### src/rtl/core/fscc_pkg.sv
// Shared types, constants and field widths of the fan speed command controller.
`default_nettype none
package fscc_pkg;

  localparam int SAMPLE_WIDTH = 12;
  localparam int THR_W        = 12;
  localparam int DUTY_W       = 4;
  localparam int CFG_W        = 12;
  localparam int CFG_IDX_W    = 3;
  localparam int CMP_W        = (SAMPLE_WIDTH > THR_W) ? SAMPLE_WIDTH : THR_W;

  // transaction queue between front and back
  localparam int QDEPTH  = 2;
  localparam int QPTR_W  = 1;
  localparam int QCNT_W  = 2;

  // result counter inside one reply (up to nine bytes)
  localparam int RES_IDX_W = 4;

  // configuration register indexes
  localparam logic [CFG_IDX_W-1:0] REG_LOW_THR   = 3'd0;
  localparam logic [CFG_IDX_W-1:0] REG_HIGH_THR  = 3'd1;
  localparam logic [CFG_IDX_W-1:0] REG_DUTY_ZERO = 3'd2;
  localparam logic [CFG_IDX_W-1:0] REG_DUTY_ONE  = 3'd3;
  localparam logic [CFG_IDX_W-1:0] REG_DUTY_TWO  = 3'd4;
  localparam logic [CFG_IDX_W-1:0] REG_BOOT_DUTY = 3'd5;
  localparam logic [CFG_IDX_W-1:0] REG_BOOT_MAN  = 3'd6;

  localparam logic [THR_W-1:0]  LOW_THR_RST   = 12'd1000;
  localparam logic [THR_W-1:0]  HIGH_THR_RST  = 12'd3000;
  localparam logic [DUTY_W-1:0] DUTY_ZERO_RST = 4'd0;
  localparam logic [DUTY_W-1:0] DUTY_ONE_RST  = 4'd4;
  localparam logic [DUTY_W-1:0] DUTY_TWO_RST  = 4'd9;

  // frame bytes and commands
  localparam logic [7:0] STX          = 8'h02;
  localparam logic [7:0] ETX          = 8'h03;
  localparam logic [7:0] CMD_POWER    = 8'h01;
  localparam logic [7:0] CMD_MODE     = 8'h02;
  localparam logic [7:0] CMD_LEVEL    = 8'h03;
  localparam logic [7:0] CMD_STATUS   = 8'h04;
  localparam logic [7:0] REPLY_FLAG   = 8'h80;
  localparam logic [7:0] REPLY_STATUS = 8'h84;
  localparam logic [7:0] LEN_SHORT    = 8'h01;
  localparam logic [7:0] LEN_STATUS   = 8'h05;
  localparam logic [7:0] CODE_OK      = 8'h00;
  localparam logic [7:0] CODE_BADDATA = 8'h01;
  localparam logic [7:0] CODE_POWEROFF = 8'h02;
  localparam logic [7:0] CODE_BADLEN  = 8'hff;
  localparam logic [7:0] CLS_LOW      = 8'h00;
  localparam logic [7:0] CLS_MID      = 8'h01;
  localparam logic [7:0] CLS_HIGH     = 8'hff;

  localparam logic [2:0] FRAME_LAST_POS = 3'd4;

  typedef enum logic [1:0] {
    RPL_NONE,
    RPL_SHORT,
    RPL_STATUS
  } reply_kind_t;

  typedef struct packed {
    logic                    kind;
    logic [7:0]              rx_byte;
    logic [SAMPLE_WIDTH-1:0] adc_sample;
  } in_item_t;

  typedef struct packed {
    logic [7:0]        tx_byte;
    logic              tx_valid;
    logic              last;
    logic [DUTY_W-1:0] fan_duty;
    logic              store_request;
    logic [DUTY_W-1:0] store_duty;
    logic              store_manual;
  } out_item_t;

  // classified item handed from front to back
  typedef struct packed {
    reply_kind_t       rtype;
    logic [7:0]        cmd_byte;
    logic [7:0]        code;
    logic              st_power;
    logic              st_manual;
    logic [DUTY_W-1:0] st_lvl;
    logic [7:0]        st_cls;
    logic [DUTY_W-1:0] fan_duty;
    logic              store_request;
    logic [DUTY_W-1:0] store_duty;
    logic              store_manual;
  } desc_t;

endpackage
`default_nettype wire

### src/rtl/core/fan_speed_command_controller_unit.sv
// Top level of the fan speed command controller.
// Each input transaction (a serial byte or a sensor sample) is taken by the
// front end while the queue has room; the front end updates all controller
// state and classifies the reply; a two-entry queue holds classified
// transactions for the back end, which sends one result transaction per cycle
// while out_ready allows it, through a registered output: one result for an
// item without reply, five for a command reply and nine for a status reply.
// The output port therefore sets the sustained rate, with up to two items absorbed while replies drain.
// Configuration writes take effect at the clock edge; no reset clearing pass.
`default_nettype none
module fan_speed_command_controller_unit (
  input  wire logic                           clk,
  input  wire logic                           rst,
  input  wire logic                           cfg_we,
  input  wire logic [fscc_pkg::CFG_IDX_W-1:0] cfg_index,
  input  wire logic [fscc_pkg::CFG_W-1:0]     cfg_data,
  input  wire logic                           in_valid,
  output logic                                in_ready,
  input  wire fscc_pkg::in_item_t             in_data,
  output logic                                out_valid,
  input  wire logic                           out_ready,
  output fscc_pkg::out_item_t                 out_data
);

  fscc_pkg::desc_t front_desc;
  fscc_pkg::desc_t head;
  logic            accept;
  logic            full;
  logic            empty;
  logic            pop;

  assign in_ready = !full;
  assign accept   = in_valid && in_ready;

  fscc_front u_front (
    .clk       (clk),
    .rst       (rst),
    .cfg_we    (cfg_we),
    .cfg_index (cfg_index),
    .cfg_data  (cfg_data),
    .accept    (accept),
    .item      (in_data),
    .desc      (front_desc)
  );

  fscc_queue u_queue (
    .clk       (clk),
    .rst       (rst),
    .push      (accept),
    .push_data (front_desc),
    .full      (full),
    .empty     (empty),
    .pop       (pop),
    .head      (head)
  );

  fscc_back u_back (
    .clk       (clk),
    .rst       (rst),
    .empty     (empty),
    .head      (head),
    .pop       (pop),
    .out_valid (out_valid),
    .out_ready (out_ready),
    .out_data  (out_data)
  );

endmodule
`default_nettype wire

### src/rtl/core/fscc_front.sv
// Front end: frame assembly, command decode, automatic duty and persist tracking.
`default_nettype none
module fscc_front (
  input  wire logic                             clk,
  input  wire logic                             rst,
  input  wire logic                             cfg_we,
  input  wire logic [fscc_pkg::CFG_IDX_W-1:0]   cfg_index,
  input  wire logic [fscc_pkg::CFG_W-1:0]       cfg_data,
  input  wire logic                             accept,
  input  wire fscc_pkg::in_item_t               item,
  output fscc_pkg::desc_t                       desc
);

  logic [fscc_pkg::THR_W-1:0]        low_thr;
  logic [fscc_pkg::THR_W-1:0]        high_thr;
  logic [fscc_pkg::DUTY_W-1:0]       duty_zero;
  logic [fscc_pkg::DUTY_W-1:0]       duty_one;
  logic [fscc_pkg::DUTY_W-1:0]       duty_two;

  logic [2:0]                        frame_pos, frame_pos_next;
  logic [7:0]                        cmd_byte, cmd_byte_next;
  logic [7:0]                        len_byte, len_byte_next;
  logic [7:0]                        data_byte, data_byte_next;
  logic                              power_on, power_on_next;
  logic                              manual, manual_next;
  logic [fscc_pkg::DUTY_W-1:0]       remembered, remembered_next;
  logic [fscc_pkg::DUTY_W-1:0]       driven, driven_next;
  logic [fscc_pkg::DUTY_W-1:0]       saved_duty;
  logic                              saved_manual;
  logic [fscc_pkg::SAMPLE_WIDTH-1:0] sample, sample_next;

  logic [fscc_pkg::CMP_W-1:0] cmp_sample, cmp_low, cmp_high;
  logic [fscc_pkg::CMP_W-1:0] cmp_sample_next;
  logic [7:0] b;

  assign cmp_sample      = fscc_pkg::CMP_W'(sample);
  // newest sample, taken straight from the item to keep the decode loop-free
  assign cmp_sample_next = item.kind ? fscc_pkg::CMP_W'(item.adc_sample) : cmp_sample;
  assign cmp_low         = fscc_pkg::CMP_W'(low_thr);
  assign cmp_high        = fscc_pkg::CMP_W'(high_thr);
  assign b               = item.rx_byte;

  always_comb begin
    frame_pos_next  = frame_pos;
    cmd_byte_next   = cmd_byte;
    len_byte_next   = len_byte;
    data_byte_next  = data_byte;
    power_on_next   = power_on;
    manual_next     = manual;
    remembered_next = remembered;
    driven_next     = driven;
    sample_next     = sample;

    desc            = '0;
    desc.rtype      = fscc_pkg::RPL_NONE;
    desc.cmd_byte   = fscc_pkg::REPLY_FLAG | cmd_byte;
    desc.code       = fscc_pkg::CODE_OK;

    if (item.kind) begin
      sample_next = item.adc_sample;
    end else if (frame_pos >= fscc_pkg::FRAME_LAST_POS) begin
      frame_pos_next = '0;
      if (b == fscc_pkg::ETX &&
          (cmd_byte == fscc_pkg::CMD_POWER || cmd_byte == fscc_pkg::CMD_MODE ||
           cmd_byte == fscc_pkg::CMD_LEVEL)) begin
        desc.rtype = fscc_pkg::RPL_SHORT;
        if (len_byte != fscc_pkg::LEN_SHORT) begin
          desc.code = fscc_pkg::CODE_BADLEN;
        end else begin
          case (cmd_byte)
            fscc_pkg::CMD_POWER: begin
              if (data_byte == 8'd1) begin
                power_on_next = 1'b1;
                driven_next   = remembered;
              end else if (data_byte == 8'd0) begin
                power_on_next   = 1'b0;
                remembered_next = driven;
                driven_next     = duty_zero;
                manual_next     = 1'b1;
              end else begin
                desc.code = fscc_pkg::CODE_BADDATA;
              end
            end
            fscc_pkg::CMD_MODE: begin
              if (data_byte > 8'd1) begin
                desc.code = fscc_pkg::CODE_BADDATA;
              end else if (!power_on) begin
                desc.code = fscc_pkg::CODE_POWEROFF;
              end else begin
                manual_next = data_byte[0];
              end
            end
            default: begin
              if (data_byte > 8'd2) begin
                desc.code = fscc_pkg::CODE_BADDATA;
              end else if (!power_on) begin
                desc.code = fscc_pkg::CODE_POWEROFF;
              end else begin
                case (data_byte[1:0])
                  2'd0:    driven_next = duty_zero;
                  2'd1:    driven_next = duty_one;
                  default: driven_next = duty_two;
                endcase
                remembered_next = driven_next;
                manual_next     = 1'b1;
              end
            end
          endcase
        end
      end
    end else begin
      case (frame_pos)
        3'd1:    cmd_byte_next  = b;
        3'd2:    len_byte_next  = b;
        3'd3:    data_byte_next = b;
        default: ;
      endcase
      if (frame_pos == 3'd3 && cmd_byte == fscc_pkg::CMD_STATUS && b == fscc_pkg::ETX) begin
        frame_pos_next = '0;
        if (len_byte != 8'd0) begin
          desc.rtype    = fscc_pkg::RPL_SHORT;
          desc.cmd_byte = fscc_pkg::REPLY_STATUS;
          desc.code     = fscc_pkg::CODE_BADLEN;
        end else begin
          desc.rtype     = fscc_pkg::RPL_STATUS;
          desc.st_power  = power_on;
          desc.st_manual = manual;
          if (driven == duty_zero)     desc.st_lvl = fscc_pkg::DUTY_W'(0);
          else if (driven == duty_one) desc.st_lvl = fscc_pkg::DUTY_W'(1);
          else if (driven == duty_two) desc.st_lvl = fscc_pkg::DUTY_W'(2);
          else                         desc.st_lvl = driven;
          if (cmp_sample >= cmp_high)    desc.st_cls = fscc_pkg::CLS_HIGH;
          else if (cmp_sample < cmp_low) desc.st_cls = fscc_pkg::CLS_LOW;
          else                           desc.st_cls = fscc_pkg::CLS_MID;
        end
      end else begin
        frame_pos_next = frame_pos + 3'd1;
      end
    end

    // automatic mode follows the newest sample
    if (power_on_next && !manual_next) begin
      if (cmp_sample_next < cmp_low)        driven_next = duty_zero;
      else if (cmp_sample_next >= cmp_high) driven_next = duty_two;
      else                                  driven_next = duty_one;
      remembered_next = driven_next;
    end

    desc.fan_duty = driven_next;
    if (remembered_next != saved_duty || manual_next != saved_manual) begin
      desc.store_request = 1'b1;
      desc.store_duty    = remembered_next;
      desc.store_manual  = manual_next;
    end
  end

  always_ff @(posedge clk) begin
    if (rst) begin
      low_thr      <= fscc_pkg::LOW_THR_RST;
      high_thr     <= fscc_pkg::HIGH_THR_RST;
      duty_zero    <= fscc_pkg::DUTY_ZERO_RST;
      duty_one     <= fscc_pkg::DUTY_ONE_RST;
      duty_two     <= fscc_pkg::DUTY_TWO_RST;
      frame_pos    <= '0;
      power_on     <= 1'b0;
      manual       <= 1'b0;
      remembered   <= '0;
      driven       <= '0;
      saved_duty   <= '0;
      saved_manual <= 1'b0;
      sample       <= '0;
    end else if (cfg_we) begin
      case (cfg_index)
        fscc_pkg::REG_LOW_THR:   low_thr   <= cfg_data[fscc_pkg::THR_W-1:0];
        fscc_pkg::REG_HIGH_THR:  high_thr  <= cfg_data[fscc_pkg::THR_W-1:0];
        fscc_pkg::REG_DUTY_ZERO: duty_zero <= cfg_data[fscc_pkg::DUTY_W-1:0];
        fscc_pkg::REG_DUTY_ONE:  duty_one  <= cfg_data[fscc_pkg::DUTY_W-1:0];
        fscc_pkg::REG_DUTY_TWO:  duty_two  <= cfg_data[fscc_pkg::DUTY_W-1:0];
        fscc_pkg::REG_BOOT_DUTY: begin
          remembered <= cfg_data[fscc_pkg::DUTY_W-1:0];
          saved_duty <= cfg_data[fscc_pkg::DUTY_W-1:0];
        end
        fscc_pkg::REG_BOOT_MAN: begin
          manual       <= cfg_data[0];
          saved_manual <= cfg_data[0];
        end
        default: ;
      endcase
    end else if (accept) begin
      frame_pos  <= frame_pos_next;
      power_on   <= power_on_next;
      manual     <= manual_next;
      remembered <= remembered_next;
      driven     <= driven_next;
      sample     <= sample_next;
      if (desc.store_request) begin
        saved_duty   <= remembered_next;
        saved_manual <= manual_next;
      end
    end
  end

  // frame bytes carry no reset
  always_ff @(posedge clk) begin
    if (accept) begin
      cmd_byte  <= cmd_byte_next;
      len_byte  <= len_byte_next;
      data_byte <= data_byte_next;
    end
  end

  a_pos_range: assert property (@(posedge clk) disable iff (rst)
    frame_pos <= fscc_pkg::FRAME_LAST_POS)
    else $error("frame position out of range");

  a_saved_tracks: assert property (@(posedge clk) disable iff (rst)
    accept && !cfg_we |=> (saved_duty == remembered && saved_manual == manual))
    else $error("saved pair does not follow remembered pair");

endmodule
`default_nettype wire

### src/rtl/core/fscc_queue.sv
// Short queue of classified transactions between front and back.
`default_nettype none
module fscc_queue (
  input  wire logic             clk,
  input  wire logic             rst,
  input  wire logic             push,
  input  wire fscc_pkg::desc_t  push_data,
  output logic                  full,
  output logic                  empty,
  input  wire logic             pop,
  output fscc_pkg::desc_t       head
);

  fscc_pkg::desc_t                 mem [fscc_pkg::QDEPTH];
  logic [fscc_pkg::QPTR_W-1:0]     wr_ptr;
  logic [fscc_pkg::QPTR_W-1:0]     rd_ptr;
  logic [fscc_pkg::QCNT_W-1:0]     count;

  assign full  = (count == fscc_pkg::QCNT_W'(fscc_pkg::QDEPTH));
  assign empty = (count == '0);
  assign head  = mem[rd_ptr];

  always_ff @(posedge clk) begin
    if (rst) begin
      wr_ptr <= '0;
      rd_ptr <= '0;
      count  <= '0;
    end else begin
      if (push) wr_ptr <= wr_ptr + fscc_pkg::QPTR_W'(1);
      if (pop)  rd_ptr <= rd_ptr + fscc_pkg::QPTR_W'(1);
      case ({push, pop})
        2'b10:   count <= count + fscc_pkg::QCNT_W'(1);
        2'b01:   count <= count - fscc_pkg::QCNT_W'(1);
        default: ;
      endcase
    end
  end

  always_ff @(posedge clk) begin
    if (push) mem[wr_ptr] <= push_data;
  end

  a_no_overflow: assert property (@(posedge clk) disable iff (rst)
    !(push && full))
    else $error("push into full queue");

  a_no_underflow: assert property (@(posedge clk) disable iff (rst)
    !(pop && empty))
    else $error("pop from empty queue");

endmodule
`default_nettype wire

### src/rtl/core/fscc_back.sv
// Back end: expands each classified item into its result items.
`default_nettype none
module fscc_back (
  input  wire logic             clk,
  input  wire logic             rst,
  input  wire logic             empty,
  input  wire fscc_pkg::desc_t  head,
  output logic                  pop,
  output logic                  out_valid,
  input  wire logic             out_ready,
  output fscc_pkg::out_item_t   out_data
);

  logic [fscc_pkg::RES_IDX_W-1:0] idx;
  logic [fscc_pkg::RES_IDX_W-1:0] last_idx;
  logic                           load;
  logic                           is_last;
  logic [7:0]                     byte_sel;
  fscc_pkg::out_item_t            res;

  always_comb begin
    case (head.rtype)
      fscc_pkg::RPL_SHORT:  last_idx = fscc_pkg::RES_IDX_W'(4);
      fscc_pkg::RPL_STATUS: last_idx = fscc_pkg::RES_IDX_W'(8);
      default:              last_idx = '0;
    endcase
  end

  always_comb begin
    byte_sel = 8'h00;
    if (head.rtype == fscc_pkg::RPL_SHORT) begin
      case (idx)
        4'd0:    byte_sel = fscc_pkg::STX;
        4'd1:    byte_sel = head.cmd_byte;
        4'd2:    byte_sel = fscc_pkg::LEN_SHORT;
        4'd3:    byte_sel = head.code;
        default: byte_sel = fscc_pkg::ETX;
      endcase
    end else if (head.rtype == fscc_pkg::RPL_STATUS) begin
      case (idx)
        4'd0:    byte_sel = fscc_pkg::STX;
        4'd1:    byte_sel = fscc_pkg::REPLY_STATUS;
        4'd2:    byte_sel = fscc_pkg::LEN_STATUS;
        4'd3:    byte_sel = fscc_pkg::CODE_OK;
        4'd4:    byte_sel = {7'd0, head.st_power};
        4'd5:    byte_sel = {7'd0, head.st_manual};
        4'd6:    byte_sel = {{(8 - fscc_pkg::DUTY_W){1'b0}}, head.st_lvl};
        4'd7:    byte_sel = head.st_cls;
        default: byte_sel = fscc_pkg::ETX;
      endcase
    end
  end

  assign is_last = (idx == last_idx);
  assign load    = !empty && (!out_valid || out_ready);
  assign pop     = load && is_last;

  always_comb begin
    res               = '0;
    res.tx_byte       = byte_sel;
    res.tx_valid      = (head.rtype != fscc_pkg::RPL_NONE);
    res.last          = is_last;
    res.fan_duty      = head.fan_duty;
    if (is_last) begin
      res.store_request = head.store_request;
      res.store_duty    = head.store_duty;
      res.store_manual  = head.store_manual;
    end
  end

  always_ff @(posedge clk) begin
    if (rst) begin
      out_valid <= 1'b0;
      idx       <= '0;
    end else begin
      if (load) begin
        out_valid <= 1'b1;
        idx       <= is_last ? '0 : idx + fscc_pkg::RES_IDX_W'(1);
      end else if (out_ready) begin
        out_valid <= 1'b0;
      end
    end
  end

  always_ff @(posedge clk) begin
    if (load) out_data <= res;
  end

  a_idx_in_reply: assert property (@(posedge clk) disable iff (rst)
    !empty |-> idx <= last_idx)
    else $error("reply index past end of reply");

  a_store_on_last: assert property (@(posedge clk) disable iff (rst)
    out_valid && out_data.store_request |-> out_data.last)
    else $error("persist request on a non-final transaction");

endmodule
`default_nettype wire
### config.mk
export PLATFORM = sky130hd
export DESIGN_NAME = fan_speed_command_controller_unit
export DESIGN_NICKNAME = d
export VERILOG_FILES = /design/src/rtl/core/fscc_pkg.sv /design/src/rtl/core/fan_speed_command_controller_unit.sv /design/src/rtl/core/fscc_front.sv /design/src/rtl/core/fscc_queue.sv /design/src/rtl/core/fscc_back.sv
export SDC_FILE = /design/constraint.sdc
export NUM_CORES = 1
export LEC_CHECK = 0
export ABC_AREA = 1
export BUFFER_PORTS_ARGS = -buffer_cell sky130_fd_sc_hd__buf_4
export CAP_MARGIN = 20
export CORE_MARGIN = 1
export CORE_UTILIZATION = 61
export CTS_CLUSTER_SIZE = 16
export DETAILED_ROUTE_END_ITERATION = 10
export PLACE_DENSITY = 0.8
export RECOVER_POWER = 100
export SETUP_SLACK_MARGIN = 0.02
export SLEW_MARGIN = 20
export SYNTH_ARGS = -nofsm -noshare
export SYNTH_HDL_FRONTEND = slang
export SYNTH_SLANG_ARGS = --single-unit
### constraint.sdc
create_clock -name clk -period 3.5 [get_ports clk]
set_input_delay 0.35 -clock clk [delete_from_list [all_inputs] [get_ports clk]]
set_output_delay 0.35 -clock clk [all_outputs]
set_load 0.01 [all_outputs]
### Word level (Yosys, flattened, before mapping)

Memories as Yosys holds them, arrays and structs flattened. A register that Yosys moved wholly into a read port is not among the register bits.
Cells that the tools add are included.

* $add $sub $neg: 6
* order comparisons: 7
* equality and inequality tests: 37
* mux-type cells: 93
* bitwise operators: 3
* reduce and logical (&&, ||, !) cells: 40

Operators with widths (count)
* $mux 4: 30
* $mux 8: 10
* $mux 32: 2
* $pmux 8 s8: 1
* $mux 1: 32
* $pmux 4 s2: 4
* $pmux 8 s4: 1
* $mux 14: 2
* $eq 8x2->1 const B: 3
* $ge 12x12->1: 2
* $lt 12x12->1: 2
* $eq 4x3->1 const B: 4
* $eq 4x4->1: 4
* $eq 8x1->1 const B: 2
* $pmux 8 s2: 1
* $reduce_and 2->1: 8
* $mux 15: 1
* $eq 3x2->1 const B: 4
* $mux 12: 1
* $reduce_and 4->1: 3
* $reduce_bool 2->1: 5
* $eq 3x3->1 const B: 3
* $reduce_and 3->1: 3
* $eq 4x2->1 const B: 2
* other kinds (31): 56

* register bits after elaboration: 119
* bits in writable memories: 84
* bits of input ports: 41
* output and inout port bits: 22
* word-level logic and storage cells: 215
* memories: 1

Memory list
* u_queue.mem: depth 2, width 42, read ports 1, clocked after memory_dff 1, wr ports 1, line fscc_queue.sv:14 `fscc_pkg::desc_t mem [fscc_pkg::QDEPTH];`

### Depth between registers and ports, before layout

Gate-level depths: netlist of run 1.

* word-level depth: 17
* gate-level depth with buffers: 29
* gate-level depth less buffers: 28

### Hierarchy

Synthesis of run 1 repeated with hierarchy kept, for this count alone.

* cells, all modules: 1157
* area total of the unflattened synthesis: 10918.0 um^2

By module, submodules not included
* fscc_front: times used 1, cells an instance 830, area an instance 6117.1 um^2
* fscc_queue: times used 1, cells an instance 164, area an instance 3462.1 um^2
* fscc_back: times used 1, cells an instance 160, area an instance 1325.0 um^2
* fan_speed_command_controller_unit: times used 1, cells an instance 3, area an instance 13.8 um^2

### Worst setup path before layout of run 1

Ideal clock, no wire load.

* kind: register to register
* start point: reg u_back.out_valid
* end point: reg u_queue.count[1] in the netlist's numbering
* setup time: 0.122 ns
* arrival: 2.770 ns
* slack: 0.608 ns
* stages on the path, launching flop included: 11
* path buffers: 0
* clock period less this slack: 2.892 ns
* path through: dfxtp_1 -> inv_1 -> nor2_1 -> a21oi_1 -> inv_1 -> nor2_2 -> ha_1 -> a21oi_1 -> o21ai_0 -> o21ai_0 -> a21oi_1

* word-level cells in the longest chain between the ends: 6

Ends and longest elaborated chain
* start: declaration: line fscc_back.sv:9 `output logic out_valid,`
* start signal: assignment: line fscc_back.sv:73 `out_valid <= 1'b0;`
* start signal: assignment: line fscc_back.sv:77 `out_valid <= 1'b1;`
* start signal: assignment: line fscc_back.sv:80 `out_valid <= 1'b0;`
* $logic_not 1->1 *: line fscc_back.sv:55 `assign load = !empty && (!out_valid || out_ready);`
* $logic_or 1x1->1 *: line fscc_back.sv:55
* $logic_and 1x1->1 *: line fscc_back.sv:55
* via u_back.load: line fscc_back.sv:16 `logic load;`
* $logic_and 1x1->1 *: line fscc_back.sv:56 `assign pop = load && is_last;`
* via pop: line fan_speed_command_controller_unit.sv:30 `logic pop;`
* $eq 2x1->1 / $eq 2x2->1 (equally long branches): line fscc_queue.sv:31 `case ({push, pop})`
* $pmux 2 s2 / $reduce_bool 2->1 (equally long branches)
* end signal: assignment: line fscc_queue.sv:32 `2'b10: count <= count + fscc_pkg::QCNT_W'(1);`
* end signal: assignment: line fscc_queue.sv:33 `2'b01: count <= count - fscc_pkg::QCNT_W'(1);`
* end: declaration: line fscc_queue.sv:17 `logic [fscc_pkg::QCNT_W-1:0] count;`

Mark *: on every way through the listed nets, which the timed path passes. The rest lies on a longest branch.
A chain may end at the register's enable or synchronous reset.

==> results of run 1 <==
worst max-delay path: stages (launching register included):
cell and delay (ns):
dfxtp_1 0.39, inv_1 0.07, o21ai_0 0.31, ha_1 0.31, a21oi_1 0.13, o21ai_0 0.17
a21oi_1 0.36, nand2_1 0.17, nand2_1 0.10, nand2_1 0.05, nand2_1 0.14, nand2_2 0.07
nand2_1 0.06, nand2_1 0.08, nor2_4 0.13, nand2_4 0.07, nand2_4 0.07, nand2_4 0.07
nand3_1 0.07, nand2_1 0.05, nor2_1 0.16
power by group through the flow:
stage                     Combinational [uW]  Sequential [uW]  Clock, uW
final                                   1670             2850       1880
after floorplan                         1150             2910          0
after global placement                  1730             2880          0
after CTS                               1800             2850       1900
after detailed placement                1780             2890          0
after global routing                    1890             2880       1990
worst max path at each step:
stage,startpoint,endpoint,cells past startpoint
2_1_floorplan,u_back.out_valid,u_queue.count[1],10
3_3_place_gp,in_data[20],u_queue.mem[0][2],21
3_5_place_dp,in_data[20],u_queue.mem[1][1],17
4_1_cts,u_front.cmp_sample[7],u_queue.mem[0][1],20
5_1_grt,u_front.cmp_sample[11],u_front.saved_duty[1],23
6_report,u_front.cmp_sample[11],u_front.saved_duty[2],20
layout make-up:
class                           instances  area [sq um]  area share (%)
Tap cell                              211           264            2.47
Inverter                              145           547            5.11
Sequential cell                       180          4640            43.4
Clock inverter                         14           153            1.43
Clock buffer                           18           429            4.01
Timing Repair Buffer                   75           420            3.93
Multi-Input combinational cell        770          4240            39.6
sequential cells by signal, indices dropped and copies added, names as in the netlist, 2 cells and up, named ones only:
name,flops
u_front.driven,4
u_front.remembered,4
u_front.duty_zero,4
u_front.cmd_byte,8
u_front.cmp_sample,12
u_front.frame_pos,3
u_front.saved_duty,4
u_queue.count,2
u_back.out_data,20
u_front.cmp_high,12
u_front.data_byte,8
u_front.duty_two,4
u_queue.mem,60
u_back.idx,4
u_front.cmp_low,12
u_front.len_byte,8
u_front.duty_one,4
stage by stage:
stage | std cells | power (uW) | hold WS [ns] | area, sq um | setup slack [ns]
5_1_grt | 1413 | 6760 | 0.141 | 10700 | 0.0710
3_5_place_dp | 1381 | 4670 | 0.480 | 10300 | 0.357
2_1_floorplan | 1131 | 4060 | 0.428 | 9590 | 0.608
6_report | 1413 | 6400 | 0.144 | 10700 | 0.388
4_1_cts | 1413 | 6540 | 0.124 | 10900 | 0.514
3_3_place_gp | 1381 | 4610 | 0.463 | 10300 | 0.455
per-layer routing:
metal | track usage (%) | share of wire (%) | vias up
met1 | 34.6 | 43 | 3496
met2 | 46.8 | 48 | 246
met5 | 0 | 0 | -
met3 | 5.90 | 5.6 | 35
met4 | 9.73 | 2.6 | 0
li1 | - | - | 3877
kinds of logic after synthesis:
logic type,Yosys count,share of synthesized area [%]
DFF,180,48.4
and+or+nand+nor,484,23.1
muxes,1,0.104
adders and majority gates,56,7.30
AOI/OAI and AO/OA,214,12.4
xor gates and xnor gates,15,1.37
buffers and inverters,181,7.29
synth_stat cells, types with 2 or more instances:
cell | instances | area share (%)
nand2_2 | 10 | 0.65
nor3_1 | 13 | 0.68
nand2_4 | 9 | 1.1
or2_2 | 2 | 0.13
a22o_1 | 2 | 0.18
nand3_1 | 46 | 2.4
nand4_1 | 13 | 0.85
dfxtp_1 | 76 | 16
nor2_4 | 10 | 1.2
nand3_2 | 2 | 0.21
nand2_1 | 273 | 11
edfxtp_1 | 104 | 33
clkinv_1 | 2 | 0.078
buf_4 | 2 | 0.16
clkbuf_1 | 28 | 1.1
nand3b_1 | 2 | 0.16
a211oi_1 | 3 | 0.23
nor2_8 | 2 | 0.42
a21oi_1 | 87 | 4.5
inv_1 | 137 | 5.4
o21ai_0 | 85 | 4.4
nor4_1 | 5 | 0.33
nor2_2 | 10 | 0.65
inv_2 | 5 | 0.20
o211ai_1 | 22 | 1.7
a31oi_1 | 2 | 0.13
ha_1 | 56 | 7.3
o221ai_1 | 3 | 0.27
xnor2_1 | 5 | 0.46
buf_2 | 2 | 0.10
buf_1 | 3 | 0.12
nor2_1 | 82 | 3.2
xor2_1 | 10 | 0.91
==> qor.csv, run 1 <==
metric,value,unit
drt_iter0_drc,471,
antenna_found_initial,0,
synth_edf_count,104,
worstRegToRegCells,20,
fillCellCount,1225,
ys_ff_latch,180,
rows,45,
hold_viol_final,0,
p_per_area,598,nW/um^2
grt_pass1_vias,7111,
cts_tree,built,
min_to,u_front.cmp_low[3],
ctsHoldBuffers,0,
switching_share,32.9,%
worst_pin_slew,2.37,ns
r2r-start,u_front.cmp_sample[11],
layout.nets,1286,
r2r_setup_slack,0.39,ns
portBuffers,62,
rr_endpoint,u_front.saved_duty[2],
io_pins,63,
synth-main-ff-cell,edfxtp_1,
die_w,127,um
cts_buffers,17,
slew_violations,122,
p_clk_share,29.3,%
syn-mean-instance-area,8.48,sq um
synth-async-reset-ratio,0,%
drc,0,
synth_nets,1228,
avgViaCountPerCell,5.42,
clock_path_buffers,2,
critPathRequiredTime,3.86,ns
relSlewSlack,-58.3,%
p_leak,0.00466,uW
crit_fanout,8,
period_share,88.9,%
die_y,127,um
final_layout_size_suffix_gt1_share,10.1,%
seq_area_frac_synth,48.4,%
peakVddDrop,0.000404,V
wirelength,21100,um
yosysUniqueCellTypes,51,
final.setup.tns,0,ns
antenna_cells,0,
finClkSkew,0.00879,ns
numClockSinks,180,
post-cts-setup-buffers,0,
clkSlewWorstSetupHoldPaths,0.07,ns
grt_pass1_wl,34500,um
wl_per_cell,15.0,um
final_common_cell,nand2_1,
final_util,70.1,%
clk_latency,0.43,ns
startpoint_type,flip-flop,
p_int,4290,uW
min_path_type,input port to flip-flop,
violations,"max-capacitance violations, max-slew violations",
final_cell_mix,"nand2_1 (275), inv_1 (137), edfxtp_1 (104)",
cp-end-kind,flip-flop,
max_freq,0.321,GHz
synthCells,1131,
die_area,16200,sq um
grt.overflow.total,0,
cts_resized,0,
holdPathStages,3,
ys_warn_count,0,
finalWeightedCongestion,0.935,
grt_setup_unrepaired,false,
layout_min_cycle_time,3.11,ns
dr.pass1.iters,5,
synthesis.area,9590,sq um
syn_to_final_growth,11.5,%
dpl.hpwl,15600,um
setup_violations,0,
start_util,62.9,%
cap_violations,3,
crit_type,flip-flop to flip-flop,
gr-usage-all-layers,27.5,%
arrival,3.47,ns
htreeDepth,4,
pwr-share-seq,44.6,%
via_count,7654,
pwr-share-comb,26.1,%
clockRootBuffer,clkbuf_16,
p_sw,2110,uW
core,15300,sq um
ant_nets,0,
grt_max_degree,60,
status,"finished, violations left",
hp-start,cfg_data[3],
Note: power is estimated with default switching activity, not from simulation.
==> inputs of run 2 (changes only) <==
REMOVE_ABC_BUFFERS = 1   (was unset)
==> qor.csv, run 2 (synthesis results as in run 1) <==
metric,value,unit,change
cap_violations,3,,unchanged
die_area,16200,sq um,unchanged
final_common_cell,nand2_1,,unchanged
arrival,3.51,ns,was 3.47 ns
setup_violations,0,,unchanged
largest_reg_flops,60,,unchanged
worst_pin_slew,2.50,ns,was 2.37 ns
violations,"max-capacitance violations, max-slew violations",,unchanged
period_share,90.2,%,was 88.9%
antenna_found_initial,0,,unchanged
die_y,127,um,unchanged
max_freq,0.317,GHz,was 0.321 GHz
regMostFlops,u_queue.mem,,unchanged
crit_fanout,8,,unchanged
hold_viol_final,0,,unchanged
dpl.hpwl,16200,um,was 15600 um
finalWeightedCongestion,0.943,,was 0.935
startpoint_type,flip-flop,,unchanged
grt.overflow.total,0,,unchanged
crit_type,flip-flop to flip-flop,,unchanged
top_regs,"u_queue.mem (60), u_back.out_data (20)",,unchanged
wl_per_cell,15.8,um,was 15.0 um
final_layout_size_suffix_gt1_share,10.0,%,was 10.1%
cts_buffers,17,,unchanged
core,15300,sq um,unchanged
final.setup.tns,0,ns,unchanged
clock_path_buffers,2,,unchanged
antenna_cells,0,,unchanged
final_util,70.0,%,was 70.1%
grt_max_degree,62,,was 60
clk_latency,0.43,ns,about the same
layout_min_cycle_time,3.16,ns,was 3.11 ns
wirelength,22200,um,was 21100 um
final_cell_mix,"nand2_1 (276), inv_1 (137), edfxtp_1 (104)",,"was nand2_1 (275), inv_1 (137), edfxtp_1 (104)"
clockRootBuffer,clkbuf_16,,unchanged
status,"finished, violations left",,unchanged
p_per_area,602,nW/um^2,was 598 nW/um^2
critPathRequiredTime,3.85,ns,was 3.86 ns
grt_setup_unrepaired,false,,unchanged
r2r_setup_slack,0.34,ns,was 0.39 ns
numClockSinks,180,,unchanged
slew_violations,125,,was 122
drt_iter0_drc,788,,was 471
rows,45,,unchanged
peakVddDrop,0.000397,V,was 0.000404 V
relSlewSlack,-66.9,%,was -58.3%
die_w,127,um,unchanged
p_leak,0.00464,uW,was 0.00466 uW
layout.nets,1283,,was 1286
syn_to_final_growth,11.3,%,was 11.5%
clkSlewWorstSetupHoldPaths,0.07,ns,about the same
finClkSkew,0.00983,ns,was 0.00879 ns
gr-usage-all-layers,29.3,%,was 27.5%
cp-end-kind,flip-flop,,unchanged
htreeDepth,4,,unchanged
io_pins,63,,unchanged
min_path_type,input port to flip-flop,,unchanged
start_util,62.9,%,unchanged
drc,0,,unchanged
grt_pass1_vias,7432,,was 7111
via_count,7782,,was 7654
portBuffers,62,,unchanged
ant_nets,0,,unchanged
avgViaCountPerCell,5.52,,was 5.42
dr.pass1.iters,5,,unchanged
post-cts-setup-buffers,0,,unchanged
cts_tree,built,,unchanged
grt_pass1_wl,36400,um,was 34500 um
ctsHoldBuffers,0,,unchanged
cts_resized,0,,unchanged
-- run 2: cell count changes in the layout (fill, tap and decap cells not counted), sizes merged --
cell	change
clkinv	-4
buf	-2
clkbuf	-2
clkinvlp	+4
inv	+1
-- run 2: per-layer routing --
| layer | track usage, % | vias up | wire length [um] |
|---|---|---|---|
| met5 | 0 | - | 0 |
| met4 | 10.3 | 0 | 451 |
| met3 | 7.66 | 40 | 1790 |
| met2 | 46.0 | 283 | 10100 |
| met1 | 39.4 | 3578 | 9840 |
| li1 | - | 3881 | - |
-- run 2: cell type report --
class                   instances  area, sq um
clock buffers                  17          425
multi-input cells             770         4240
well taps                     211          264
repair buffers                 72          402
inverters                     145          547
clock inverters                15          154
flip-flops and latches        180         4640
fillers                      1233         4580
-- run 2: through the flow --
step	total power (uW)	setup WS [ns]	cells	hold slack [ns]	area, sq um
floorplan	4030	0.190	1095	0.419	9440
CTS	6550	0.448	1410	0.131	10800
global placement	4630	0.466	1378	0.462	10300
finish	6420	0.344	1410	0.144	10700
global route	6800	0.100	1410	0.140	10700
detailed placement	4690	0.348	1378	0.474	10300
-- run 2: worst paths after layout --
check	end	startpoint	depth (start not counted)
max reg2reg	u_front.saved_duty[3]	u_front.cmp_sample[11]	23
min reg2reg	u_front.cmp_high[3]	u_front.cmp_high[3]	2
max	u_front.saved_duty[3]	u_front.cmp_sample[11]	23
min	u_front.cmp_low[5]	cfg_data[5]	3
-- run 2: report_power, final --
part           switching [uW]  internal (uW)
logic                    1180            530
clock network             809           1050
registers                 155           2700
total                    2140           4280
-- run 2: worst max-delay path, stage by stage, from the launching register on --
cell and delay [ns]:
dfxtp_1 0.37, inv_1 0.07, o21ai_0 0.34, ha_1 0.34
nand2_1 0.12, nor2_1 0.09, and2_0 0.14, nand2_1 0.12
nand4_1 0.19, nand2_1 0.11, nand2_1 0.05, nand2_1 0.05
nand2_1 0.06, nand2_1 0.13, nand2_1 0.09, nand2_1 0.06
nand2_1 0.08, nor2_4 0.13, nand2_4 0.08, nand2_4 0.07
nand2_4 0.07, nand3_1 0.08, nand2_1 0.05, nor2_1 0.17
==> inputs of run 3 (changes only) <==
CORE_UTILIZATION = 60   (was 61)
PLACE_DENSITY = 0.77   (was 0.8)
==> qor.csv, run 3 (synthesis results as in run 1) <==
metric,value,unit,change
ant_nets,0,,unchanged
drc,0,,unchanged
via_count,7585,,was 7782
violations,"max-capacitance violations, max-slew violations",,unchanged
io_pins,63,,unchanged
gr-usage-all-layers,28.4,%,was 29.3%
wirelength,21900,um,was 22200 um
status,"finished, violations left",,unchanged
antenna_cells,0,,unchanged
dr.pass1.iters,5,,unchanged
finalWeightedCongestion,0.910,,was 0.943
slew_violations,127,,was 125
grt_pass1_vias,7146,,was 7432
die_area,16500,sq um,was 16200 sq um
top_regs,"u_queue.mem (60), u_back.out_data (20)",,unchanged
core,15400,sq um,was 15300 sq um
p_leak,0.00465,uW,was 0.00464 uW
critPathRequiredTime,3.81,ns,was 3.85 ns
use_met1,39.9,%,was 39.4%
peakVddDrop,0.000382,V,was 0.000397 V
cap_violations,3,,unchanged
final_layout_size_suffix_gt1_share,9.75,%,was 10.0%
setup_violations,0,,unchanged
crit_type,flip-flop to flip-flop,,unchanged
relSlewSlack,-64.2,%,was -66.9%
die_w,128,um,was 127 um
grt_use_met2,43.5,%,was 46.0%
p_per_area,602,nW/um^2,about the same
finClkSkew,0.0102,ns,was 0.00983 ns
cp-end-kind,flip-flop,,unchanged
portBuffers,62,,unchanged
use_met3,6.69,%,was 7.66%
period_share,88.2,%,was 90.2%
ctsHoldBuffers,0,,unchanged
cts_buffers,17,,unchanged
numClockSinks,180,,unchanged
grt_setup_unrepaired,false,,unchanged
post-cts-setup-buffers,0,,unchanged
layout.nets,1284,,was 1283
wl_per_cell,15.6,um,was 15.8 um
clkSlewWorstSetupHoldPaths,0.06,ns,was 0.07 ns
start_util,62.2,%,was 62.9%
final_cell_mix,"nand2_1 (274), inv_1 (137), edfxtp_1 (104)",,"was nand2_1 (276), inv_1 (137), edfxtp_1 (104)"
syn_to_final_growth,11.4,%,was 11.3%
clk_latency,0.43,ns,about the same
hold_viol_final,0,,unchanged
max_freq,0.324,GHz,was 0.317 GHz
regMostFlops,u_queue.mem,,unchanged
final_common_cell,nand2_1,,unchanged
clockRootBuffer,clkbuf_16,,unchanged
antenna_found_initial,0,,unchanged
die_y,128,um,was 127 um
cts_resized,0,,unchanged
grt.overflow.total,0,,unchanged
place_area,10300,sq um,about the same
final_cell_area,10700,sq um,about the same
final.setup.tns,0,ns,unchanged
clock_path_buffers,2,,unchanged
top_usage_layer,met2,,unchanged
largest_reg_flops,60,,unchanged
layout_min_cycle_time,3.09,ns,was 3.16 ns
r2r_setup_slack,0.41,ns,was 0.34 ns
avgViaCountPerCell,5.38,,was 5.52
dpl.hpwl,15900,um,was 16200 um
cp-endpoint,u_queue.count[1],,was u_front.saved_duty[3]
startpoint_type,flip-flop,,unchanged
min_path_type,input port to flip-flop,,unchanged
worstRegToRegCells,13,,was 23
drt_iter0_drc,709,,was 788
worst_pin_slew,2.46,ns,was 2.50 ns
crit_fanout,29,,was 8
rows,45,,unchanged
arrival,3.39,ns,was 3.51 ns
rr_endpoint,u_queue.count[1],,was u_front.saved_duty[3]
grt_pass1_wl,35500,um,was 36400 um
htreeDepth,4,,unchanged
grt_max_degree,64,,was 62
cts_tree,built,,unchanged
-- run 3: cell types whose count changed in the layout (fill, tap and decap cells not counted), moves of 2 or more --
| cell | delta |
|---|---|
| clkbuf_1 | +4 |
| clkbuf_8 | +4 |
| clkinvlp_4 | -2 |
| inv_6 | -3 |
| nand2_1 | -2 |
| nand2_2 | +2 |
-- run 3: through the flow --
| stage | power, uW | hold slack (ns) | cells | setup slack, ns | util (%) |
|---|---|---|---|---|---|
| 3_3_place_gp | 4650 | 0.458 | 1379 | 0.472 | 66.5 |
| 2_1_floorplan | 4030 | 0.419 | 1095 | 0.190 | - |
| 5_1_grt | 6790 | 0.134 | 1411 | 0.105 | 69.3 |
| 3_5_place_dp | 4690 | 0.466 | 1379 | 0.359 | 66.5 |
| 6_report | 6430 | 0.145 | 1411 | 0.412 | 69.3 |
| 4_1_cts | 6570 | 0.129 | 1411 | 0.512 | 70.3 |
-- run 3: metal layers --
metal / wire length (um) / share of wire, %
met2: 9710 / 44
met4: 436 / 2.0
met1: 10300 / 47
met5: 0 / 0
met3: 1480 / 6.8
-- run 3: cell type report --
cell class,count,area (sq um)
Fill cell,1289,4740
Sequential cell,180,4640
Clock buffer,24,492
Clock inverter,8,97.6
Tap cell,211,264
Inverter,145,547
Multi-Input combinational cell,770,4240
Timing Repair Buffer,73,405
-- run 3: worst max-delay path, stage by stage, from the launching register on --
cell and delay (ns):
dfxtp_1 0.35, buf_4 0.25, o21ai_0 0.32, inv_1 0.09, nor2_1 0.30, nor2_1 0.07, nor4_1 0.31, inv_1 0.24
nor2_2 0.26, ha_1 0.31, a21oi_1 0.11, o21ai_0 0.11, o21ai_0 0.16, a21oi_1 0.07
-- run 3: how the worst min path moves through the flow --
stage / start / slack (ns) / depth (start not counted) / to
after floorplan: rst / 0.42 / 1 / u_front.frame_pos[1]
after global routing: cfg_data[11] / 0.13 / 3 / u_front.cmp_high[11]
after global placement: u_front.cmp_high[3] / 0.46 / 2 / u_front.cmp_high[3]
after CTS: in_data[18] / 0.13 / 1 / u_front.data_byte[6]
final: cfg_data[8] / 0.14 / 3 / u_front.cmp_low[8]
after detailed placement: u_front.cmp_high[3] / 0.47 / 2 / u_front.cmp_high[3]
-- run 3: where the power goes --
part | internal, uW | switching, uW
Combinational | 527 | 1160
Clock | 1130 | 761
Sequential | 2700 | 154
